$ cat src/sv/mjdc_pkg.sv
// ----------------------------------------------------------------------------
// mjdc_pkg
// Types and constants for the MJD and BCD time to calendar converter.
// ----------------------------------------------------------------------------
package mjdc_pkg;

    localparam int MJD_W   = 16;
    localparam int BCD_W   = 8;
    localparam int YEAR_W  = 11;
    localparam int MONTH_W = 4;
    localparam int DAY_W   = 5;
    localparam int TIME_W  = 8;

    // year quotient numerator: 40*mjd - 603128 stays below 2^21 for valid dates
    localparam int NUM_W    = 21;
    localparam int YP_W     = 8;
    localparam int REM_W    = 9;
    localparam int MP_W     = 4;

    localparam logic [MJD_W-1:0] MJD_FIRST_VALID = 16'd15079;
    localparam logic [MJD_W-1:0] MJD_BASE        = 16'd14956;
    localparam int               YEAR_NUM_OFS    = 603128;
    localparam int               YEAR_DIV        = 14610;
    localparam int               YEAR_SHIFT      = 21;
    localparam int               YEAR_RECIP      = (1 << YEAR_SHIFT) / YEAR_DIV;
    localparam int               QUAD_DAYS       = 1461;
    localparam logic [YEAR_W-1:0] YEAR_BASE      = 11'd1900;

    typedef struct packed {
        logic [MJD_W-1:0] mjd;
        logic [BCD_W-1:0] hour_bcd;
        logic [BCD_W-1:0] minute_bcd;
        logic [BCD_W-1:0] second_bcd;
    } t_in_item;

    typedef struct packed {
        logic               date_valid;
        logic [YEAR_W-1:0]  year;
        logic [MONTH_W-1:0] month;
        logic [DAY_W-1:0]   day;
        logic [TIME_W-1:0]  hour;
        logic [TIME_W-1:0]  minute;
        logic [TIME_W-1:0]  second;
    } t_out_item;

endpackage

$ cat src/sv/mjdc_if.sv
// ----------------------------------------------------------------------------
// mjdc_in_if / mjdc_out_if
// Valid/ready channels carrying timestamps in and calendar results out.
// ----------------------------------------------------------------------------
interface mjdc_in_if import mjdc_pkg::*; ();
    logic     valid;
    logic     ready;
    t_in_item data;

    modport source (output valid, output data, input ready);
    modport sink   (input valid, input data, output ready);
endinterface

interface mjdc_out_if import mjdc_pkg::*; ();
    logic      valid;
    logic      ready;
    t_out_item data;

    modport source (output valid, output data, input ready);
    modport sink   (input valid, input data, output ready);
endinterface

$ cat src/sv/mjdc_month_find.sv
// ----------------------------------------------------------------------------
// mjdc_month_find
// Month index from days into the March-based year, plus the days that
// precede that month, by comparison against constant thresholds.
// ----------------------------------------------------------------------------
module mjdc_month_find import mjdc_pkg::*; (
    input  logic [REM_W-1:0] i_rem,
    output logic [MP_W-1:0]  o_mp,
    output logic [REM_W-1:0] o_days_before
);

    localparam int MP_MAX = (1 << MP_W) - 1;

    // smallest rem with floor((10000*rem - 1000) / 306001) >= m
    function automatic int month_thresh(input int m);
        return (306001 * m + 1000 + 9999) / 10000;
    endfunction

    function automatic int days_before(input int m);
        return (306001 * m) / 10000;
    endfunction

    logic [MP_W-1:0] w_cnt;

    always_comb begin
        w_cnt = '0;
        for (int m = 1; m <= MP_MAX; m++) begin
            if (i_rem >= REM_W'(month_thresh(m))) begin
                w_cnt = w_cnt + MP_W'(1);
            end
        end
    end

    always_comb begin
        o_days_before = '0;
        for (int m = 0; m <= MP_MAX; m++) begin
            if (w_cnt == MP_W'(m)) begin
                o_days_before = REM_W'(days_before(m));
            end
        end
    end

    assign o_mp = w_cnt;

endmodule

$ cat src/sv/mjd_bcd_utc_to_calendar.sv
// ----------------------------------------------------------------------------
// mjd_bcd_utc_to_calendar
// DVB MJD and BCD UTC time to calendar date and binary time.
// ----------------------------------------------------------------------------
// Usage:
//   i_in  : valid/ready sink, one transaction per timestamp (mjd plus three
//           BCD time bytes).
//   o_out : valid/ready source, one transaction per input, in order.
//   Six register stages: start of year quotient, reciprocal multiply,
//   quotient correction, day offset in year, month search, final assembly.
//   A result is offered from the final assembly register; one transaction
//   can enter every cycle unless all stages are full and the output stalls.
//   Each stage has its own valid bit and moves on when the stage after it
//   is empty or moving, so bubbles are squeezed out while the output is
//   stalled; i_in.ready drops only once every stage holds a transaction
//   and the receiver holds off.
//   Dates before 1900-03-01 (mjd below 15079) give date_valid low and zero
//   date fields; the time fields are converted regardless.
//   Reset empties the pipeline; no clearing pass is needed.
// ----------------------------------------------------------------------------
module mjd_bcd_utc_to_calendar import mjdc_pkg::*; (
    input  logic        i_clk,
    input  logic        i_rst_n,
    mjdc_in_if.sink     i_in,
    mjdc_out_if.source  o_out
);

    function automatic logic [TIME_W-1:0] bcd_to_bin(input logic [BCD_W-1:0] v);
        logic [TIME_W-1:0] hi;
        logic [TIME_W-1:0] lo;
        hi = TIME_W'(v[7:4]);
        lo = TIME_W'(v[3:0]);
        return (hi << 3) + (hi << 1) + lo;
    endfunction

    localparam int PROD_W = NUM_W + 8;
    localparam int CHK_W  = 22;
    localparam int A_W    = 19;

    // per-stage advance
    logic [6:1] w_adv;

    assign w_adv[6] = !o_out.valid || o_out.ready;

    // valid bits
    logic r_v1, r_v2, r_v3, r_v4, r_v5, r_v6;

    assign w_adv[5] = !r_v5 || w_adv[6];
    assign w_adv[4] = !r_v4 || w_adv[5];
    assign w_adv[3] = !r_v3 || w_adv[4];
    assign w_adv[2] = !r_v2 || w_adv[3];
    assign w_adv[1] = !r_v1 || w_adv[2];

    assign i_in.ready = w_adv[1];

    // time fields travel down the pipe
    logic [TIME_W-1:0] r_hr1, r_mn1, r_sc1;
    logic [TIME_W-1:0] r_hr2, r_mn2, r_sc2;
    logic [TIME_W-1:0] r_hr3, r_mn3, r_sc3;
    logic [TIME_W-1:0] r_hr4, r_mn4, r_sc4;
    logic [TIME_W-1:0] r_hr5, r_mn5, r_sc5;

    logic             r_dv1, r_dv2, r_dv3, r_dv4, r_dv5;
    logic [MJD_W-1:0] r_mjd1, r_mjd2, r_mjd3;
    logic [NUM_W-1:0] r_num1, r_num2;
    logic [YP_W-1:0]  r_q2;
    logic [YP_W-1:0]  r_yp3, r_yp4, r_yp5;
    logic [REM_W-1:0] r_rem4, r_rem5;
    logic [MP_W-1:0]  r_mp5;
    logic [REM_W-1:0] r_db5;
    t_out_item        r_out;

    // stage 1: numerator of the year quotient
    logic             n_dv1;
    logic [CHK_W-1:0] n_num1;

    always_comb begin
        n_dv1  = (i_in.data.mjd >= MJD_FIRST_VALID);
        n_num1 = CHK_W'(i_in.data.mjd) * CHK_W'(40) - CHK_W'(YEAR_NUM_OFS);
        if (!n_dv1) begin
            n_num1 = '0;
        end
    end

    // stage 2: reciprocal estimate, low by at most one
    logic [PROD_W-1:0] n_prod2;
    assign n_prod2 = PROD_W'(r_num1) * PROD_W'(YEAR_RECIP);

    // stage 3: correction of the estimate
    logic [CHK_W-1:0] n_chk3;
    logic [YP_W-1:0]  n_yp3;

    always_comb begin
        n_chk3 = CHK_W'(r_num2) - CHK_W'(r_q2) * CHK_W'(YEAR_DIV);
        n_yp3  = r_q2;
        if (n_chk3 >= CHK_W'(YEAR_DIV)) begin
            n_yp3 = r_q2 + YP_W'(1);
        end
    end

    // stage 4: days past the start of the March-based year
    logic [A_W-1:0]   n_a4;
    logic [A_W-1:0]   n_rem4;

    assign n_a4   = (A_W'(r_yp3) * A_W'(QUAD_DAYS)) >> 2;
    assign n_rem4 = A_W'(r_mjd3) - A_W'(MJD_BASE) - n_a4;

    // stage 5: month search
    logic [MP_W-1:0]  n_mp5;
    logic [REM_W-1:0] n_db5;

    mjdc_month_find u_month_find (
        .i_rem         (r_rem4),
        .o_mp          (n_mp5),
        .o_days_before (n_db5)
    );

    // stage 6: assembly
    t_out_item   n_out;
    logic        n_k6;
    logic [REM_W-1:0] n_day6;

    always_comb begin
        n_k6   = (r_mp5 == MP_W'(14)) || (r_mp5 == MP_W'(15));
        n_day6 = r_rem5 - r_db5;
        n_out.date_valid = r_dv5;
        n_out.year       = YEAR_BASE + YEAR_W'(r_yp5) + YEAR_W'(n_k6);
        n_out.month      = n_k6 ? (r_mp5 - MONTH_W'(13)) : (r_mp5 - MONTH_W'(1));
        n_out.day        = n_day6[DAY_W-1:0];
        n_out.hour       = r_hr5;
        n_out.minute     = r_mn5;
        n_out.second     = r_sc5;
        if (!r_dv5) begin
            n_out.year  = '0;
            n_out.month = '0;
            n_out.day   = '0;
        end
    end

    always_ff @(posedge i_clk) begin
        if (!i_rst_n) begin
            r_v1 <= 1'b0;
            r_v2 <= 1'b0;
            r_v3 <= 1'b0;
            r_v4 <= 1'b0;
            r_v5 <= 1'b0;
            r_v6 <= 1'b0;
        end else begin
            if (w_adv[1]) r_v1 <= i_in.valid;
            if (w_adv[2]) r_v2 <= r_v1;
            if (w_adv[3]) r_v3 <= r_v2;
            if (w_adv[4]) r_v4 <= r_v3;
            if (w_adv[5]) r_v5 <= r_v4;
            if (w_adv[6]) r_v6 <= r_v5;
        end
    end

    always_ff @(posedge i_clk) begin
        if (w_adv[1] && i_in.valid) begin
            r_dv1  <= n_dv1;
            r_mjd1 <= i_in.data.mjd;
            r_num1 <= n_num1[NUM_W-1:0];
            r_hr1  <= bcd_to_bin(i_in.data.hour_bcd);
            r_mn1  <= bcd_to_bin(i_in.data.minute_bcd);
            r_sc1  <= bcd_to_bin(i_in.data.second_bcd);
        end
        if (w_adv[2] && r_v1) begin
            r_dv2  <= r_dv1;
            r_mjd2 <= r_mjd1;
            r_num2 <= r_num1;
            r_q2   <= n_prod2[PROD_W-1:YEAR_SHIFT];
            r_hr2  <= r_hr1;
            r_mn2  <= r_mn1;
            r_sc2  <= r_sc1;
        end
        if (w_adv[3] && r_v2) begin
            r_dv3  <= r_dv2;
            r_mjd3 <= r_mjd2;
            r_yp3  <= n_yp3;
            r_hr3  <= r_hr2;
            r_mn3  <= r_mn2;
            r_sc3  <= r_sc2;
        end
        if (w_adv[4] && r_v3) begin
            r_dv4  <= r_dv3;
            r_yp4  <= r_yp3;
            r_rem4 <= n_rem4[REM_W-1:0];
            r_hr4  <= r_hr3;
            r_mn4  <= r_mn3;
            r_sc4  <= r_sc3;
        end
        if (w_adv[5] && r_v4) begin
            r_dv5  <= r_dv4;
            r_yp5  <= r_yp4;
            r_rem5 <= r_rem4;
            r_mp5  <= n_mp5;
            r_db5  <= n_db5;
            r_hr5  <= r_hr4;
            r_mn5  <= r_mn4;
            r_sc5  <= r_sc4;
        end
        if (w_adv[6] && r_v5) begin
            r_out <= n_out;
        end
    end

    assign o_out.valid = r_v6;
    assign o_out.data  = r_out;

    // ------------------------------------------------------------------------
    // assertions
    // ------------------------------------------------------------------------
    a_ready_only_on_stall: assert property (@(posedge i_clk) disable iff (!i_rst_n)
        !i_in.ready |-> (o_out.valid && !o_out.ready))
        else $error("input held off while output not stalled");

    a_date_range: assert property (@(posedge i_clk) disable iff (!i_rst_n)
        (o_out.valid && o_out.data.date_valid) |->
            (o_out.data.month >= MONTH_W'(1) && o_out.data.month <= MONTH_W'(12) &&
             o_out.data.day >= DAY_W'(1) &&
             o_out.data.year >= YEAR_BASE && o_out.data.year <= YEAR_W'(2038)))
        else $error("calendar field out of range");

    a_invalid_zero: assert property (@(posedge i_clk) disable iff (!i_rst_n)
        (o_out.valid && !o_out.data.date_valid) |->
            (o_out.data.year == '0 && o_out.data.month == '0 && o_out.data.day == '0))
        else $error("date fields not cleared for early date");

endmodule

$ cat src/flat_wrapper.sv
// flat-port wrapper written by rule: the top's interface ports become plain ports
module mjd_bcd_utc_to_calendar_flat import mjdc_pkg::*;
  (i_clk, i_rst_n, i_in_valid, i_in_data, i_in_ready, o_out_valid, o_out_data, o_out_ready);
  mjdc_in_if i_in_i ();
  mjdc_out_if o_out_i ();
  input  logic i_clk;
  input  logic i_rst_n;
  input wire logic [$bits(i_in_i.valid)-1:0] i_in_valid;
  input wire logic [$bits(i_in_i.data)-1:0] i_in_data;
  output wire logic [$bits(i_in_i.ready)-1:0] i_in_ready;
  output wire logic [$bits(o_out_i.valid)-1:0] o_out_valid;
  output wire logic [$bits(o_out_i.data)-1:0] o_out_data;
  input wire logic [$bits(o_out_i.ready)-1:0] o_out_ready;
  assign i_in_i.valid = i_in_valid;
  assign i_in_i.data = i_in_data;
  assign i_in_ready = i_in_i.ready;
  assign o_out_valid = o_out_i.valid;
  assign o_out_data = o_out_i.data;
  assign o_out_i.ready = o_out_ready;
  mjd_bcd_utc_to_calendar u_core (.i_clk(i_clk), .i_rst_n(i_rst_n), .i_in(i_in_i), .o_out(o_out_i));
endmodule
$ cat config.mk
export PLATFORM = sky130hd
export DESIGN_NAME = mjd_bcd_utc_to_calendar_flat
export DESIGN_NICKNAME = d
export VERILOG_FILES = /design/src/sv/mjdc_pkg.sv /design/src/sv/mjdc_if.sv /design/src/sv/mjdc_month_find.sv /design/src/sv/mjd_bcd_utc_to_calendar.sv /design/src/flat_wrapper.sv
export SDC_FILE = /design/constraint.sdc
export NUM_CORES = 1
export LEC_CHECK = 0
export BUFFER_PORTS_ARGS = -buffer_cell sky130_fd_sc_hd__buf_2
export CAP_MARGIN = 5
export CORE_ASPECT_RATIO = 0.8
export CORE_MARGIN = 4
export CORE_UTILIZATION = 45
export DETAILED_ROUTE_END_ITERATION = 16
export GPL_ROUTABILITY_DRIVEN = 0
export HOLD_SLACK_MARGIN = 0.1
export SYNTH_ARGS = -nofsm -noshare
export SYNTH_HDL_FRONTEND = slang
export SYNTH_SLANG_ARGS = --single-unit
$ cat constraint.sdc
create_clock -name i_clk -period 8.6 [get_ports i_clk]
set_input_delay 1.29 -clock i_clk [delete_from_list [all_inputs] [get_ports i_clk]]
set_output_delay 1.29 -clock i_clk [all_outputs]
set_load 0.02 [all_outputs]
# After elaboration in Yosys (flattened, before gate mapping)
# Cells that the tools add are included.
[classes]
n_addsub = 30
mul = 4
order_cmp = 17
eq_ne = 17
mux = 31
n_reduce_logical = 20
[ops]
columns = ["operator", "count"]
rows = [
  ["$ge A9 B9 Y1 const B", 7],
  ["$mux W4", 15],
  ["$add A4 B1 Y4 const B", 14],
  ["$mux W5", 11],
  ["$eq A4 B4 Y1 const B", 10],
  ["$ge A9 B8 Y1 const B", 4],
  ["$mul A21 B8 Y29 const B", 1],
  ["$add A7 B5 Y8", 3],
  ["$add A8 B4 Y8", 3],
  ["$ge A22 B14 Y1 const B", 1],
  ["$sub A21 B22 Y22", 1],
  ["$mul A8 B13 Y21 const B", 1],
  ["$sub A21 B20 Y21 const B", 1],
  ["$ge A9 B7 Y1 const B", 2],
  ["$mul A16 B3 Y18 const B", 1],
  ["$eq A4 B3 Y1 const B", 4],
  ["$ge A16 B14 Y1 const B", 1],
  ["$add A11 B1 Y11", 1],
  ["$mul A8 B11 Y11 const B", 1],
  ["$add A9 B9 Y10 const A", 1],
  ["$ge A9 B5 Y1 const B", 1],
  ["$ge A9 B6 Y1 const B", 1],
  ["$mux W3", 3],
  ["$sub A9 B7 Y9 const B", 1],
  ["other kinds (13)", 30],
]
[totals]
reg_bits = 300
in_bits = 44
out_inout_bits = 47
word_cells = 166

# Logic depth before layout (Yosys ltp)
[logic_depth]
word_depth = 45
depth_mapped = 45
mapped_depth_nobuf = 44

# Hierarchy
# From an unflattened synthesis, not the netlist that was laid out.
[unflattened]
hier_cells = 1554
hier_area_um2 = 19326.0
[modules_own_cells]
columns = ["module", "instances", "cells_per_inst", "area_each_um2", "seq_area_each_um2"]
rows = [
  ["mjd_bcd_utc_to_calendar", 1, 1250, 17152.7, 8768.4],
  ["mjdc_month_find", 1, 304, 2173.3, 0.0],
]

# Least setup slack after synthesis
# No wires, ideal clock.
[synth_timing]
path_type = "register to register"
from = "reg u_core.r_rem4[3]"
to = "reg u_core.r_db5[2] (data pin)"
setup_time_ns = 0.262
arrival_ns = 8.234
t_required_ns = 8.338
slack_ns = 0.103
stages_incl_launch_ff = 45
n_path_buf = 2
synth_period_minus_slack_ns = 8.497
path_cell_list = "edfxtp_1 -> buf_6 -> and2_1 -> nand4_1 -> and3_1 -> ha_1 -> xnor2_4 -> inv_2 -> ha_1 -> o21ai_0 -> o2111ai_1 -> nand3_1 -> inv_1 -> ha_1 -> xnor3_1 -> o21ai_0 -> o21ai_0 -> ha_1 -> (+9 left out) -> ha_1 -> inv_1 -> a21oi_1 -> o21a_1 -> xor2_1 -> nor2_1 -> a21oi_2 -> inv_1 -> ha_1 -> nand2_1 -> xor2_1 -> xnor2_2 -> and4b_1 -> xnor3_2 -> xor2_2 -> buf_6 -> nor3b_1 -> nor4_2"
[synth_via]
elab_chain_cells = 45
word_cells_on_any_way = 73
classes_between = "add/sub: 14; order compare: 15; eq/ne: 15; mux: 29"
[synth_lines]
columns = ["item", "line_no", "source"]
rows = [
  ["from (decl)", "mjd_bcd_utc_to_calendar.sv:68", "logic [REM_W-1:0] r_rem4, r_rem5;"],
  ["from (signal assigned)", "mjd_bcd_utc_to_calendar.sv:187", "r_rem4 <= n_rem4[REM_W-1:0];"],
  ["$ge A9 B5 Y1", "mjdc_month_find.sv:28", "if (i_rem >= REM_W'(month_thresh(m))) begin"],
  ["$mux W1", "mjdc_month_find.sv:28", ""],
  ["$add A4 B1 Y4", "mjdc_month_find.sv:29", "w_cnt = w_cnt + MP_W'(1);"],
  ["$mux W4", "mjdc_month_find.sv:28", ""],
  ["$add A4 B1 Y4", "mjdc_month_find.sv:29", ""],
  ["$mux W4", "mjdc_month_find.sv:28", ""],
  ["$add A4 B1 Y4", "mjdc_month_find.sv:29", ""],
  ["$mux W4", "mjdc_month_find.sv:28", ""],
  ["(+17 left out)", "-", ""],
  ["$mux W4", "mjdc_month_find.sv:28", ""],
  ["$add A4 B1 Y4", "mjdc_month_find.sv:29", ""],
  ["$mux W4", "mjdc_month_find.sv:28", ""],
  ["$add A4 B1 Y4", "mjdc_month_find.sv:29", ""],
  ["$mux W4 *", "mjdc_month_find.sv:28", ""],
  ["$eq A4 B1 Y1", "mjdc_month_find.sv:37", "if (w_cnt == MP_W'(m)) begin"],
  ["$mux W5 (11 in a row)", "mjdc_month_find.sv:37", ""],
  ["$mux W3 (3 in a row)", "mjdc_month_find.sv:37", ""],
  ["to (signal assigned)", "mjd_bcd_utc_to_calendar.sv:197", "r_db5 <= n_db5;"],
  ["to (decl)", "mjd_bcd_utc_to_calendar.sv:70", "logic [REM_W-1:0] r_db5;"],
]
# Mark *: on every way between the ends. The rest lies on a longest branch, timed or not.
# A chain may end at the register's enable or synchronous reset.

# Final worst setup path
# Ends and elaborated chain as after synthesis.

==> impl_metrics.csv <==
group,metric,value,unit
run_status,status,"complete, no violations",
final_layout,final-instance-count-excl-fill,2252,
floorplanning,ios,91,
logic_synthesis,syn-num-nets,1909,
worst_setup_path,criticalPathCategory,"flop to flop",
floorplanning,die_w,238,um
floorplanning,die_y,192,um
global_routing,grt_pass1_vias,11500,
worst_setup_path,r2r-start,"u_core.r_rem4[3]$_DFFE_PP_",
worst_setup_path,endpoint_kind,"flop",
drt,met1_length,17200,um
timing,period_needed,8.19,ns
worst_setup_path,ff2ff_setup_slack,0.41,ns
drt,vias,11500,
drt,drt-total-wl,34000,um
global_routing,grt_max_degree,61,
floorplanning,rows,67,
final_layout,final_common_cell,"edfxtp_1",
timing,fmax,0.122,GHz
clock_tree,numCtsBuffers,30,
worst_hold_path,min_from,"u_core.r_hr5[7]$_DFFE_PP_",
final_layout,area_growth,13.4,%
logic_synthesis,ys_seq_area_share,45.9,%
worst_setup_path,crit_top_cell,"ha_1",
clock_tree,clk_pin_slew_worst_paths,0.06,ns
worst_setup_path,worst_r2r_endpoint,"u_core.r_db5[2]$_SDFFCE_PP0P_",
drt,via_per_inst,5.09,
final_layout,drive_gt1_share,14.0,%
worst_setup_path,crit_slowest_cell,"edfxtp_1",
clock_tree,hold_buffers,0,
worst_hold_path,worstHoldEndpoint,"u_core.o_out.data[23]$_DFFE_PP_",
global_routing,grt_pass1_wl,57100,um
timing,final_max_slew_viol_count,0,
placement,hpwlAfterDp,26100,um
worst_setup_path,cp_data_arrival_time,8.56,ns
floorplanning,start_util,45.6,%
drt,dr_wl_met3,1370,um
placement,dp_cells,2192,
worst_setup_path,worst_path_largest_cell_delay,0.42,ns
worst_setup_path,required,8.97,ns
drt,post_drt_wl_per_cell,15.1,um
timing,hold_viol_final,0,
drt,ant_nets,0,
floorplanning,die-area,0.0459,mm2
worst_hold_path,hold-path-cell-count,0,
logic_synthesis,syn_inst,1542,
clock_tree,cts_tree,"done",
logic_synthesis,synthArstFlopShare,0,%
timing,tns,0,ns
flow_run,maxCapViolations,0,
timing,fin_crit_sh,95.2,%
worst_setup_path,critPathLaunchType,"flop",
clock_tree,clockBufferDepth,3,
drt,firstDrtPassIters,7,
logic_synthesis,ys_warn_count,0,
drt,route.met2.wl,14900,um
worst_setup_path,path_max_fanout,12,
drt,highest_layer,"met4",
final_layout,layout_common_cells,"edfxtp_1 (288), ha_1 (242), inv_1 (195), xnor2_1 (90), buf_2 (90)",
worst_hold_path,min_path_type,"flop to flop",
final_layout,n_antenna_cell,0,
worst_setup_path,r2r_cells,43,
clock_tree,clkSinkCount,294,
placement,portBuffers,90,
timing,finalSetupViolations,0,
timing,tightest_slew,1.06,ns
global_routing,grt_remaining_overflow,0,
final_layout,nNetsFinal,2043,
floorplanning,core_area,0.0419,mm2
timing,skew,0.0496,ns
drt,post-route-drc-count,0,
clock_tree,clock_latency,0.59,ns
clock_tree,root_buffer,"clkbuf_16",
logic_synthesis,yosysUniqueCellTypes,90,
logic_synthesis,postSynthAreaPerCell,12.4,um2
logic_synthesis,ys_seq_elements,294,
timing,slew_headroom,28.8,%
logic_synthesis,syn-cell-area,0.0191,mm2
logic_synthesis,synth_ff_type,"edfxtp_1",
logic_synthesis,synth_edf_count,288,
clock_tree,h-tree-depth,1,
global_routing,antenna_found_initial,0,
drt,drtIter0Drc,625,
global_routing,track_usage,15.1,%
## timing repair
item                                    4_1_cts  5_1_grt
pin swaps                                     3        4
endpoints found under the setup margin        6        6
buffers inserted                              2        2
resized for setup                             6       14
## cell families (layout without fill, tap and decap cells)
| logic type | Yosys count | in the layout | share of synthesized area, % |
|---|---|---|---|
| adder cells (fa/ha/maj) | 326 | 326 | 24.4 |
| multiplexers | 9 | 9 | 0.478 |
| AO/OA/AOI/OAI | 284 | 284 | 10.1 |
| flip-flops | 294 | 294 | 45.9 |
| XOR/XNOR | 138 | 138 | 7.33 |
| AND/OR/NAND/NOR | 276 | 276 | 7.37 |
| buffers and inverters | 215 | 373 | 4.47 |
## sequential cells by signal, summed over array words and instances (netlist names), 9 cells and up
signal / cells
u_core.r_mjd2: 9
u_core.r_mjd1: 9
u_core.o_out.data: 45
u_core.r_num1: 18
u_core.r_num2: 18
u_core.r_mjd3: 9
u_core.r_rem4: 9
## cell usage after synthesis, types with 11 or more instances
master	count	area share, %
ha_1	245	16
nand3_1	31	0.81
or3_1	11	0.36
a21o_1	27	1.1
a21oi_1	70	1.8
nand2_1	58	1.1
fa_1	78	8.2
o21bai_1	12	0.47
and2_1	16	0.52
xnor2_1	90	4.1
a31oi_1	12	0.39
nor2b_1	22	0.72
o21a_1	25	0.98
inv_1	196	3.8
nor2_1	69	1.4
nor3_1	12	0.31
o21ai_0	48	1.3
o211ai_1	12	0.47
edfxtp_1	288	45
xor2_1	33	1.5
## layer usage
layer,up-vias,GRT usage (%)
li1,5799,-
met1,5457,22.2
met2,168,24.0
met3,42,2.63
met4,0,2.66
met5,-,0
## per-stage QoR
stage	util [%]	worst slack (ns)	hold WS, ns	cell area (um2)
4_1_cts	51.5	0.152	0.389	21600
2_1_floorplan	-	0.103	0.400	19100
3_5_place_dp	48.7	-0.313	0.405	20400
3_3_place_gp	48.7	0.0569	0.400	20400
5_1_grt	51.7	-0.00984	0.410	21700
6_report	51.7	0.410	0.402	21700
## worst max-delay path by stage
| stage | to | startpoint | cells past startpoint |
|---|---|---|---|
| finish | u_core.r_db5[2]$_SDFFCE_PP0P_ | u_core.r_rem4[3]$_DFFE_PP_ | 43 |
| global route | u_core.r_db5[2]$_SDFFCE_PP0P_ | u_core.r_rem4[2]$_DFFE_PP_ | 43 |
| detailed placement | u_core.r_db5[2]$_SDFFCE_PP0P_ | u_core.r_rem4[2]$_DFFE_PP_ | 43 |
| floorplan | u_core.r_db5[2]$_SDFFCE_PP0P_ | u_core.r_rem4[3]$_DFFE_PP_ | 44 |
| CTS | u_core.r_db5[2]$_SDFFCE_PP0P_ | u_core.r_rem4[3]$_DFFE_PP_ | 43 |
| global placement | u_core.r_db5[2]$_SDFFCE_PP0P_ | u_core.r_rem4[2]$_DFFE_PP_ | 43 |
## cell type report
| cell class | instances | area (um2) |
|---|---|---|
| Tap cell | 552 | 691 |
| Fill cell | 3656 | 20200 |
| Multi-Input combinational cell | 1033 | 9650 |
| Sequential cell | 294 | 8770 |
| Timing Repair Buffer | 120 | 688 |
| Inverter | 197 | 739 |
| Clock inverter | 26 | 379 |
| Clock buffer | 30 | 751 |
## critical path: cells and delay by family, from the launching register on
kind	cells	cell delay, ns
compound gates	10	1.31
xor+xnor	8	1.77
fa+ha+maj	7	1.88
buf+inv	5	0.39
flops	1	0.42
simple gates	13	2.22
Power is not shown: default switching activity piles up to over one toggle a cycle in this logic, so the estimate is an artifact.
